[src/rtl/serial_hex_flash_command_parser_core_defines.svh]
// ---------------------------------------------------------------------------
// Serial hex flash command parser: assertion macros
// Shared concurrent assertion forms, clocked on clk, disabled in reset.
// ---------------------------------------------------------------------------
`ifndef SERIAL_HEX_FLASH_COMMAND_PARSER_CORE_DEFINES_SVH
`define SERIAL_HEX_FLASH_COMMAND_PARSER_CORE_DEFINES_SVH

// same-cycle implication
`define SHFCP_ASSERT_NOW(label, ante, cons, msg) \
  label: assert property (@(posedge clk) disable iff (!rst_n) (ante) |-> (cons)) \
    else $error(msg);

// next-cycle implication
`define SHFCP_ASSERT_NEXT(label, ante, cons, msg) \
  label: assert property (@(posedge clk) disable iff (!rst_n) (ante) |=> (cons)) \
    else $error(msg);

`endif

[src/rtl/shfcp_pkg.sv]
// ---------------------------------------------------------------------------
// shfcp_pkg
// Types, constants and digit decode for the serial hex flash command parser.
// ---------------------------------------------------------------------------
package shfcp_pkg;

  localparam logic [7:0] CH_G_UP  = 8'h47;
  localparam logic [7:0] CH_G_LO  = 8'h67;
  localparam logic [7:0] CH_W_UP  = 8'h57;
  localparam logic [7:0] CH_W_LO  = 8'h77;
  localparam logic [7:0] CH_N_LO  = 8'h6e;
  localparam logic [7:0] CH_M_LO  = 8'h6d;
  localparam logic [7:0] CH_ZERO  = 8'd48;
  localparam logic [7:0] CH_NINE  = 8'd57;
  localparam logic [7:0] ALPHA_OFS = 8'd55;

  localparam logic [15:0] UNLOCK_ADDR_A = 16'h5555;
  localparam logic [15:0] UNLOCK_ADDR_B = 16'h2aaa;
  localparam logic [7:0]  UNLOCK_DATA_1 = 8'haa;
  localparam logic [7:0]  UNLOCK_DATA_2 = 8'h55;
  localparam logic [7:0]  UNLOCK_DATA_3 = 8'ha0;
  localparam logic [15:0] TEST_ADDR     = 16'hffff;
  localparam logic [7:0]  TEST_DATA     = 8'h67;

  localparam logic [1:0] BEAT_UNLOCK_1 = 2'd0;
  localparam logic [1:0] BEAT_UNLOCK_2 = 2'd1;
  localparam logic [1:0] BEAT_UNLOCK_3 = 2'd2;
  localparam logic [1:0] BEAT_TARGET   = 2'd3;

  localparam logic [2:0] POS_CMD   = 3'd0;
  localparam logic [2:0] POS_SKIP  = 3'd1;
  localparam logic [2:0] POS_AH_HI = 3'd2;
  localparam logic [2:0] POS_AH_LO = 3'd3;
  localparam logic [2:0] POS_AL_HI = 3'd4;
  localparam logic [2:0] POS_AL_LO = 3'd5;
  localparam logic [2:0] POS_D_HI  = 3'd6;
  localparam logic [2:0] POS_D_LO  = 3'd7;

  typedef struct packed {
    logic        valid;
    logic        wr;
    logic [15:0] addr;
    logic [7:0]  data;
  } cmd_t;

  function automatic logic [7:0] digit_value(input logic [7:0] c);
    if (c >= CH_ZERO && c <= CH_NINE) begin
      return c - CH_ZERO;
    end
    return c - ALPHA_OFS;
  endfunction

endpackage

[src/rtl/serial_hex_flash_command_parser_core.sv]
// ---------------------------------------------------------------------------
// serial_hex_flash_command_parser_core
// Parses serial hex command bytes into parallel flash read/write bus cycles.
// ---------------------------------------------------------------------------
// Input channel: one received serial byte per request on in_tdata.
// Output channel: one flash bus cycle per request; out_tuser is 1 for write,
// 0 for read; out_tlast marks the final cycle of a command.
// Commands: g/G + 5 hex digits = 1 read; w/W + 5 address + 2 data digits =
// 4 writes (unlock 5555/AA, 2AAA/55, 5555/A0, then target). n reads FFFF,
// m writes 67 to FFFF. Other command bytes are dropped silently.
// Timing: the final byte of a command loads the command buffer, which then
// loads the output register that drives out_tvalid; following bus cycles
// go out one per cycle while the receiver takes them.
// Input flow: any byte is taken while the one-entry command buffer is free.
// A read command holds it until its single bus cycle loads, a write command
// until its target cycle loads; the input is held off until then.
// Reset clears the parse position and drops any partial or buffered command.
// A stalled receiver holds the output register; the command buffer and then
// the input back up behind it.
// ---------------------------------------------------------------------------
module serial_hex_flash_command_parser_core
  import shfcp_pkg::*;
(
  input  logic        clk,
  input  logic        rst_n,
  input  logic        in_tvalid,
  output logic        in_tready,
  input  logic [7:0]  in_tdata,   // [7:0] rx_byte
  output logic        out_tvalid,
  input  logic        out_tready,
  output logic [23:0] out_tdata,  // [15:0] bus_address, [23:16] bus_data
  output logic        out_tuser,  // [0] bus_write
  output logic        out_tlast
);

  cmd_t        cmd_req;
  logic        cmd_ready;
  logic [15:0] bus_address;
  logic [7:0]  bus_data;

  assign in_tready = cmd_ready;

  shfcp_parser u_parser (
    .clk      (clk),
    .rst_n    (rst_n),
    .byte_vld (in_tvalid && in_tready),
    .rx_byte  (in_tdata),
    .cmd_req  (cmd_req)
  );

  shfcp_sequencer u_seq (
    .clk       (clk),
    .rst_n     (rst_n),
    .cmd_req   (cmd_req),
    .cmd_ready (cmd_ready),
    .out_vld   (out_tvalid),
    .out_rdy   (out_tready),
    .out_wr    (out_tuser),
    .out_addr  (bus_address),
    .out_data  (bus_data),
    .out_lst   (out_tlast)
  );

  assign out_tdata = {bus_data, bus_address};

endmodule

[src/rtl/shfcp_parser.sv]
// ---------------------------------------------------------------------------
// shfcp_parser
// Per-byte command parse; issues one bus command request at command end.
// ---------------------------------------------------------------------------
module shfcp_parser
  import shfcp_pkg::*;
(
  input  logic       clk,
  input  logic       rst_n,
  input  logic       byte_vld,
  input  logic [7:0] rx_byte,
  output cmd_t       cmd_req
);

  logic [2:0]  pos_r, pos_nxt;
  logic        is_wr_r, is_wr_nxt;
  logic [15:0] addr_r, addr_nxt;
  logic [7:0]  acc_r, acc_nxt;
  logic [7:0]  v;
  logic [7:0]  hi;
  cmd_t        req;

  assign v  = digit_value(rx_byte);
  assign hi = {v[3:0], 4'h0};

  always_comb begin
    pos_nxt   = pos_r;
    is_wr_nxt = is_wr_r;
    addr_nxt  = addr_r;
    acc_nxt   = acc_r;
    req       = '0;
    unique case (pos_r)
      POS_CMD: begin
        if (rx_byte == CH_G_LO || rx_byte == CH_G_UP) begin
          is_wr_nxt = 1'b0;
          pos_nxt   = POS_SKIP;
        end else if (rx_byte == CH_W_LO || rx_byte == CH_W_UP) begin
          is_wr_nxt = 1'b1;
          pos_nxt   = POS_SKIP;
        end else if (rx_byte == CH_N_LO) begin
          req.valid = 1'b1;
          req.addr  = TEST_ADDR;
        end else if (rx_byte == CH_M_LO) begin
          req.valid = 1'b1;
          req.wr    = 1'b1;
          req.addr  = TEST_ADDR;
          req.data  = TEST_DATA;
        end
      end
      POS_SKIP: pos_nxt = POS_AH_HI;
      POS_AH_HI: begin
        acc_nxt = hi;
        pos_nxt = POS_AH_LO;
      end
      POS_AH_LO: begin
        addr_nxt = {acc_r | v, 8'h00};
        pos_nxt  = POS_AL_HI;
      end
      POS_AL_HI: begin
        acc_nxt = hi;
        pos_nxt = POS_AL_LO;
      end
      POS_AL_LO: begin
        addr_nxt = addr_r | {8'h00, acc_r + v};
        if (is_wr_r) begin
          pos_nxt = POS_D_HI;
        end else begin
          pos_nxt   = POS_CMD;
          req.valid = 1'b1;
          req.addr  = addr_nxt;
        end
      end
      POS_D_HI: begin
        acc_nxt = hi;
        pos_nxt = POS_D_LO;
      end
      POS_D_LO: begin
        pos_nxt   = POS_CMD;
        req.valid = 1'b1;
        req.wr    = 1'b1;
        req.addr  = addr_r;
        req.data  = acc_r | v;
      end
      default: pos_nxt = POS_CMD;
    endcase
  end

  always_comb begin
    cmd_req       = req;
    cmd_req.valid = req.valid & byte_vld;
  end

  always_ff @(posedge clk) begin
    if (!rst_n) begin
      pos_r   <= POS_CMD;
      is_wr_r <= 1'b0;
      addr_r  <= '0;
      acc_r   <= '0;
    end else if (byte_vld) begin
      pos_r   <= pos_nxt;
      is_wr_r <= is_wr_nxt;
      addr_r  <= addr_nxt;
      acc_r   <= acc_nxt;
    end
  end

endmodule

[src/rtl/shfcp_sequencer.sv]
// ---------------------------------------------------------------------------
// shfcp_sequencer
// Holds one bus command and plays it out as bus cycles into the output register.
// ---------------------------------------------------------------------------
`include "serial_hex_flash_command_parser_core_defines.svh"

module shfcp_sequencer
  import shfcp_pkg::*;
(
  input  logic        clk,
  input  logic        rst_n,
  input  cmd_t        cmd_req,
  output logic        cmd_ready,
  output logic        out_vld,
  input  logic        out_rdy,
  output logic        out_wr,
  output logic [15:0] out_addr,
  output logic [7:0]  out_data,
  output logic        out_lst
);

  logic        cmd_vld_r;
  cmd_t        cmd_r;
  logic [1:0]  beat_r;
  logic        ovld_r;
  logic        owr_r;
  logic [15:0] oaddr_r;
  logic [7:0]  odata_r;
  logic        olst_r;

  logic        load;
  logic        last_beat;
  logic        pop;
  logic [15:0] beat_addr;
  logic [7:0]  beat_data;

  assign load      = cmd_vld_r && (!ovld_r || out_rdy);
  assign last_beat = !cmd_r.wr || (beat_r == BEAT_TARGET);
  assign pop       = load && last_beat;
  assign cmd_ready = !cmd_vld_r || pop;

  always_comb begin
    beat_addr = cmd_r.addr;
    beat_data = cmd_r.data;
    if (cmd_r.wr) begin
      unique case (beat_r)
        BEAT_UNLOCK_1: begin
          beat_addr = UNLOCK_ADDR_A;
          beat_data = UNLOCK_DATA_1;
        end
        BEAT_UNLOCK_2: begin
          beat_addr = UNLOCK_ADDR_B;
          beat_data = UNLOCK_DATA_2;
        end
        BEAT_UNLOCK_3: begin
          beat_addr = UNLOCK_ADDR_A;
          beat_data = UNLOCK_DATA_3;
        end
        default: begin
          beat_addr = cmd_r.addr;
          beat_data = cmd_r.data;
        end
      endcase
    end
  end

  always_ff @(posedge clk) begin
    if (!rst_n) begin
      cmd_vld_r <= 1'b0;
      beat_r    <= BEAT_UNLOCK_1;
    end else begin
      if (cmd_req.valid && cmd_ready) begin
        cmd_vld_r <= 1'b1;
        beat_r    <= BEAT_UNLOCK_1;
      end else if (pop) begin
        cmd_vld_r <= 1'b0;
        beat_r    <= BEAT_UNLOCK_1;
      end else if (load) begin
        beat_r <= beat_r + 2'd1;
      end
    end
  end

  always_ff @(posedge clk) begin
    if (cmd_req.valid && cmd_ready) begin
      cmd_r <= cmd_req;
    end
  end

  always_ff @(posedge clk) begin
    if (!rst_n) begin
      ovld_r <= 1'b0;
    end else if (!ovld_r || out_rdy) begin
      ovld_r <= cmd_vld_r;
    end
  end

  always_ff @(posedge clk) begin
    if (load) begin
      owr_r   <= cmd_r.wr;
      oaddr_r <= beat_addr;
      odata_r <= cmd_r.wr ? beat_data : 8'h00;
      olst_r  <= last_beat;
    end
  end

  assign out_vld  = ovld_r;
  assign out_wr   = owr_r;
  assign out_addr = oaddr_r;
  assign out_data = odata_r;
  assign out_lst  = olst_r;

  `SHFCP_ASSERT_NOW(a_read_single_beat, cmd_vld_r && !cmd_r.wr, beat_r == BEAT_UNLOCK_1,
    "read command past first beat")
  `SHFCP_ASSERT_NOW(a_req_only_when_ready, cmd_req.valid, cmd_ready,
    "command request while sequencer busy")
  `SHFCP_ASSERT_NEXT(a_write_holds, load && !last_beat, cmd_vld_r,
    "write command dropped before target beat")
  `SHFCP_ASSERT_NEXT(a_load_fills_output, load, ovld_r,
    "bus cycle loaded but output not valid")

endmodule

[config.mk]
export PLATFORM = sky130hd
export DESIGN_NAME = serial_hex_flash_command_parser_core
export DESIGN_NICKNAME = d
export VERILOG_FILES = /design/src/rtl/shfcp_pkg.sv /design/src/rtl/serial_hex_flash_command_parser_core.sv /design/src/rtl/shfcp_parser.sv /design/src/rtl/shfcp_sequencer.sv
export VERILOG_INCLUDE_DIRS = /design/src /design/src/rtl
export SDC_FILE = /design/constraint.sdc
export NUM_CORES = 1
export LEC_CHECK = 0
export ABC_AREA = 1
export BUFFER_PORTS_ARGS = -buffer_cell sky130_fd_sc_hd__buf_2
export CORE_AREA = 2 2 104 106
export CTS_BUF_LIST = sky130_fd_sc_hd__clkbuf_2 sky130_fd_sc_hd__clkbuf_4 sky130_fd_sc_hd__clkbuf_8
export DETAILED_ROUTE_END_ITERATION = 10
export DIE_AREA = 0 0 106 108
export GPL_TIMING_DRIVEN = 1
export SLEW_MARGIN = 20
export SYNTH_ARGS = -nofsm -noshare
export SYNTH_HDL_FRONTEND = slang
export SYNTH_SLANG_ARGS = --single-unit
[constraint.sdc]
create_clock -name clk -period 2.5 [get_ports clk]
set_input_delay 0.125 -clock clk [delete_from_list [all_inputs] [get_ports clk]]
set_output_delay 0.125 -clock clk [all_outputs]
set_load 0.02 [all_outputs]
==> qor.yml <==
die:
  ios: 40
  start_util_pct: 39.4
  die-width_um: 106
  die_h_um: 108
  rows: 37
  die_area_sq_um: 11400
  coreArea_sq_um: 10200
routing:
  wl_um: 7830
  viasPerCell: 4.62
  wl_per_cell_um: 12.2
  drt_pre_antenna_iters: 5
  antenna_left: 0
  vias: 2969
  drtIter0Drc: 129
  drc: 0
timing:
  setup_violations: 0
  rsz0062_at_grt: "false"
  period_share_pct: 81.7
  finalSetupTns_ns: 0
  finalCriticalPeriod_ns: 2.04
  hold_viol_final: 0
  worst_pin_slew_ns: 0.698
  slew_viol_final: 0
  skew_ns: 0.00898
  clock.fmax_mhz: 489
  slew_headroom_pct: 53.2
clock_network:
  cts_setup_buffers: 0
  clock_latency_ns: 0.35
  hold_buffers: 0
  clock-root-buffer: "clkbuf_8"
  cts_resized: 0
  tritoncts: "built"
  htree_levels: 3
  cts_sinks: 79
  clock_path_buffers: 2
  path_clk_slew_ns: 0.09
  cts_buffers: 9
worst_setup_path:
  arrival_ns: 2.13
  rr_startpoint: "u_seq.beat_r[0]$_SDFFE_PP0P_"
  cp_max_fo: 7
  cp-startpoint: "in_tdata[0]"
  setup.worst_path.class: "primary input to flop"
  critPathLaunchType: "primary input"
  endpoint_kind: "flop"
  worstPathRequired_ns: 2.59
synth:
  synth_area_sq_um: 4030
  synthAdderAreaFrac_pct: 6.71
  synth_compound_area_share_pct: 6.27
  synthArstFlopShare_pct: 0
  synth-simple-area-share_pct: 26.7
  synth-edff-count: 51
  synth-xor-area-share_pct: 0.869
  synth_top_family_by_area: "simple AND/OR/NAND/NOR gates"
  yosysSeqAreaShare_pct: 51.9
  syn_nets: 492
  synthMuxAreaShare_pct: 0
  ys_types: 37
  ys.flop_type: "edfxtp_1"
  syn_area_per_cell_sq_um: 8.78
  syn_inst: 459
  yosysWarnings: 0
  ys_seq_elements: 79
hold_path:
  hold_class: "primary input to flop"
  min_from: "out_tready"
place:
  place_congestion: 0.855
  placed_area_sq_um: 4370
  hpwl_um: 5930
  port_buffers: 39
  placedCellCount: 627
global_route:
  grt-ovfl-total: 0
  grt_pass1_wl_um: 13300
  antenna_found_initial: 0
  grt_pass1_vias: 2792
  gr-usage-all-layers_pct: 14.8
  grt_start_max_net_pins: 29
outcome:
  status: "finished, final reports clean"
pwr:
  leakage_nw: 1.99
  max-vdd-ir-drop_uv: 223
  p_per_area_nw_per_um2: 537
layout:
  postLayoutCellArea_sq_um: 4570
  fin_nets: 535
  final-instance-count-excl-fill: 643
  antennaDiodeCount: 0
  syn_to_final_growth_pct: 13.3
  post-route-util_pct: 44.6
  drive_gt1_share_pct: 16.6
job:
  drv_cap: 0
report_power, final:
part	switching (mW)	internal [mW]
clock	0.477	0.463
combinational	0.0936	0.0444
sequential	0.00165	1.37
total	0.572	1.88
layer usage:
layer	up-vias	track usage, %	part of all wire [%]	wire [um]
met4	0	6.77	2.7	214
met5	-	0	0	0
met1	1315	18.5	47	3660
li1	1556	-	-	-
met3	18	3.13	5.2	405
met2	80	24.7	45	3550
flip-flops by register name, indices dropped and copies added (netlist names):
signal	flops
u_seq.out_data	8
u_seq.cmd_r	25
u_seq.beat_r	2
u_seq.out_wr	1
u_seq.out_lst	1
u_seq.cmd_vld_r	1
u_parser.acc_r	4
u_parser.is_wr_r	1
u_seq.out_vld	1
u_seq.out_addr	16
u_parser.addr_r	16
u_parser.pos_r	3
cell families (layout without fill, tap and decap cells):
family / after synthesis / count (layout)
flip-flops: 79 / 79
XOR/XNOR: 4 / 4
adder cells (fa/ha/maj): 21 / 21
AO/OA/AOI/OAI: 47 / 47
buffers and inverters: 74 / 122
AND/OR/NAND/NOR: 234 / 234
synthesized netlist by cell type (2+ instances only):
cell / number / area share [%]
a21oi_1: 17 / 2.1
buf_2: 4 / 0.50
buf_4: 2 / 0.37
buf_6: 2 / 0.56
clkbuf_1: 2 / 0.19
dfxtp_1: 28 / 14
edfxtp_1: 51 / 38
ha_1: 20 / 6.2
inv_1: 57 / 5.3
inv_2: 5 / 0.47
nand2_1: 134 / 12
nand2_2: 4 / 0.62
nand2_4: 2 / 0.56
nand3_1: 33 / 4.1
nand3_2: 2 / 0.50
nand3_4: 2 / 0.87
nand3b_1: 2 / 0.37
nand4_1: 2 / 0.31
nor2_1: 42 / 3.9
nor2_2: 2 / 0.31
nor2_4: 4 / 1.1
o21ai_0: 21 / 2.6
o21ai_1: 3 / 0.37
o21bai_1: 3 / 0.56
xor2_1: 3 / 0.65
layout make-up:
class	instances	area (sq um)
tap	136	170
clock inverter	7	72.6
multi-input combinational	306	1630
inverter	63	236
fill	1012	5670
clock buffer	9	124
sequential	79	2090
timing repair buffer	43	238
placed cells by master (no fill, tap or decap), types with 5 or more instances in the layout:
master / instances
buf_2: 39
clkbuf_8: 9
edfxtp_1: 51
nand3_1: 33
inv_2: 5
nand2_1: 134
o21ai_0: 21
a21oi_1: 17
ha_1: 20
nor2_1: 42
inv_1: 57
dfxtp_1: 28
path summary, 6_finish.rpt:
path	slack [ns]	end	depth (start not counted)
worst max-delay path	0.46	u_seq.cmd_r[14]$_DFFE_PP_	14
worst min-delay path	0.17	u_seq.out_vld$_SDFFE_PN0N_	4
worst max register to register	0.48	u_seq.cmd_r[0]$_DFFE_PP_	8
worst min register to register	0.48	u_parser.addr_r[4]$_SDFFE_PN0P_	2
per-stage QoR:
step | setup slack (ns) | hold WS, ns | total power, mW
2_1_floorplan | 0.505 | 0.358 | 1.50
3_3_place_gp | 0.209 | 0.463 | 1.54
3_5_place_dp | 0.112 | 0.470 | 1.54
4_1_cts | 0.461 | 0.160 | 2.47
5_1_grt | 0.231 | 0.180 | 2.56
6_report | 0.457 | 0.172 | 2.45
critical path: stages:
cell	delay [ns]
buf_2	0.13
inv_1	0.10
ha_1	0.20
o21ai_0	0.16
nand2_1	0.15
nand2_2	0.15
nand2_1	0.06
o21ai_0	0.12
inv_1	0.12
fa_1	0.42
xnor2_1	0.17
nand2_1	0.08
nand2_1	0.06
o211ai_1	0.07
(Power assumes the default switching activity.)
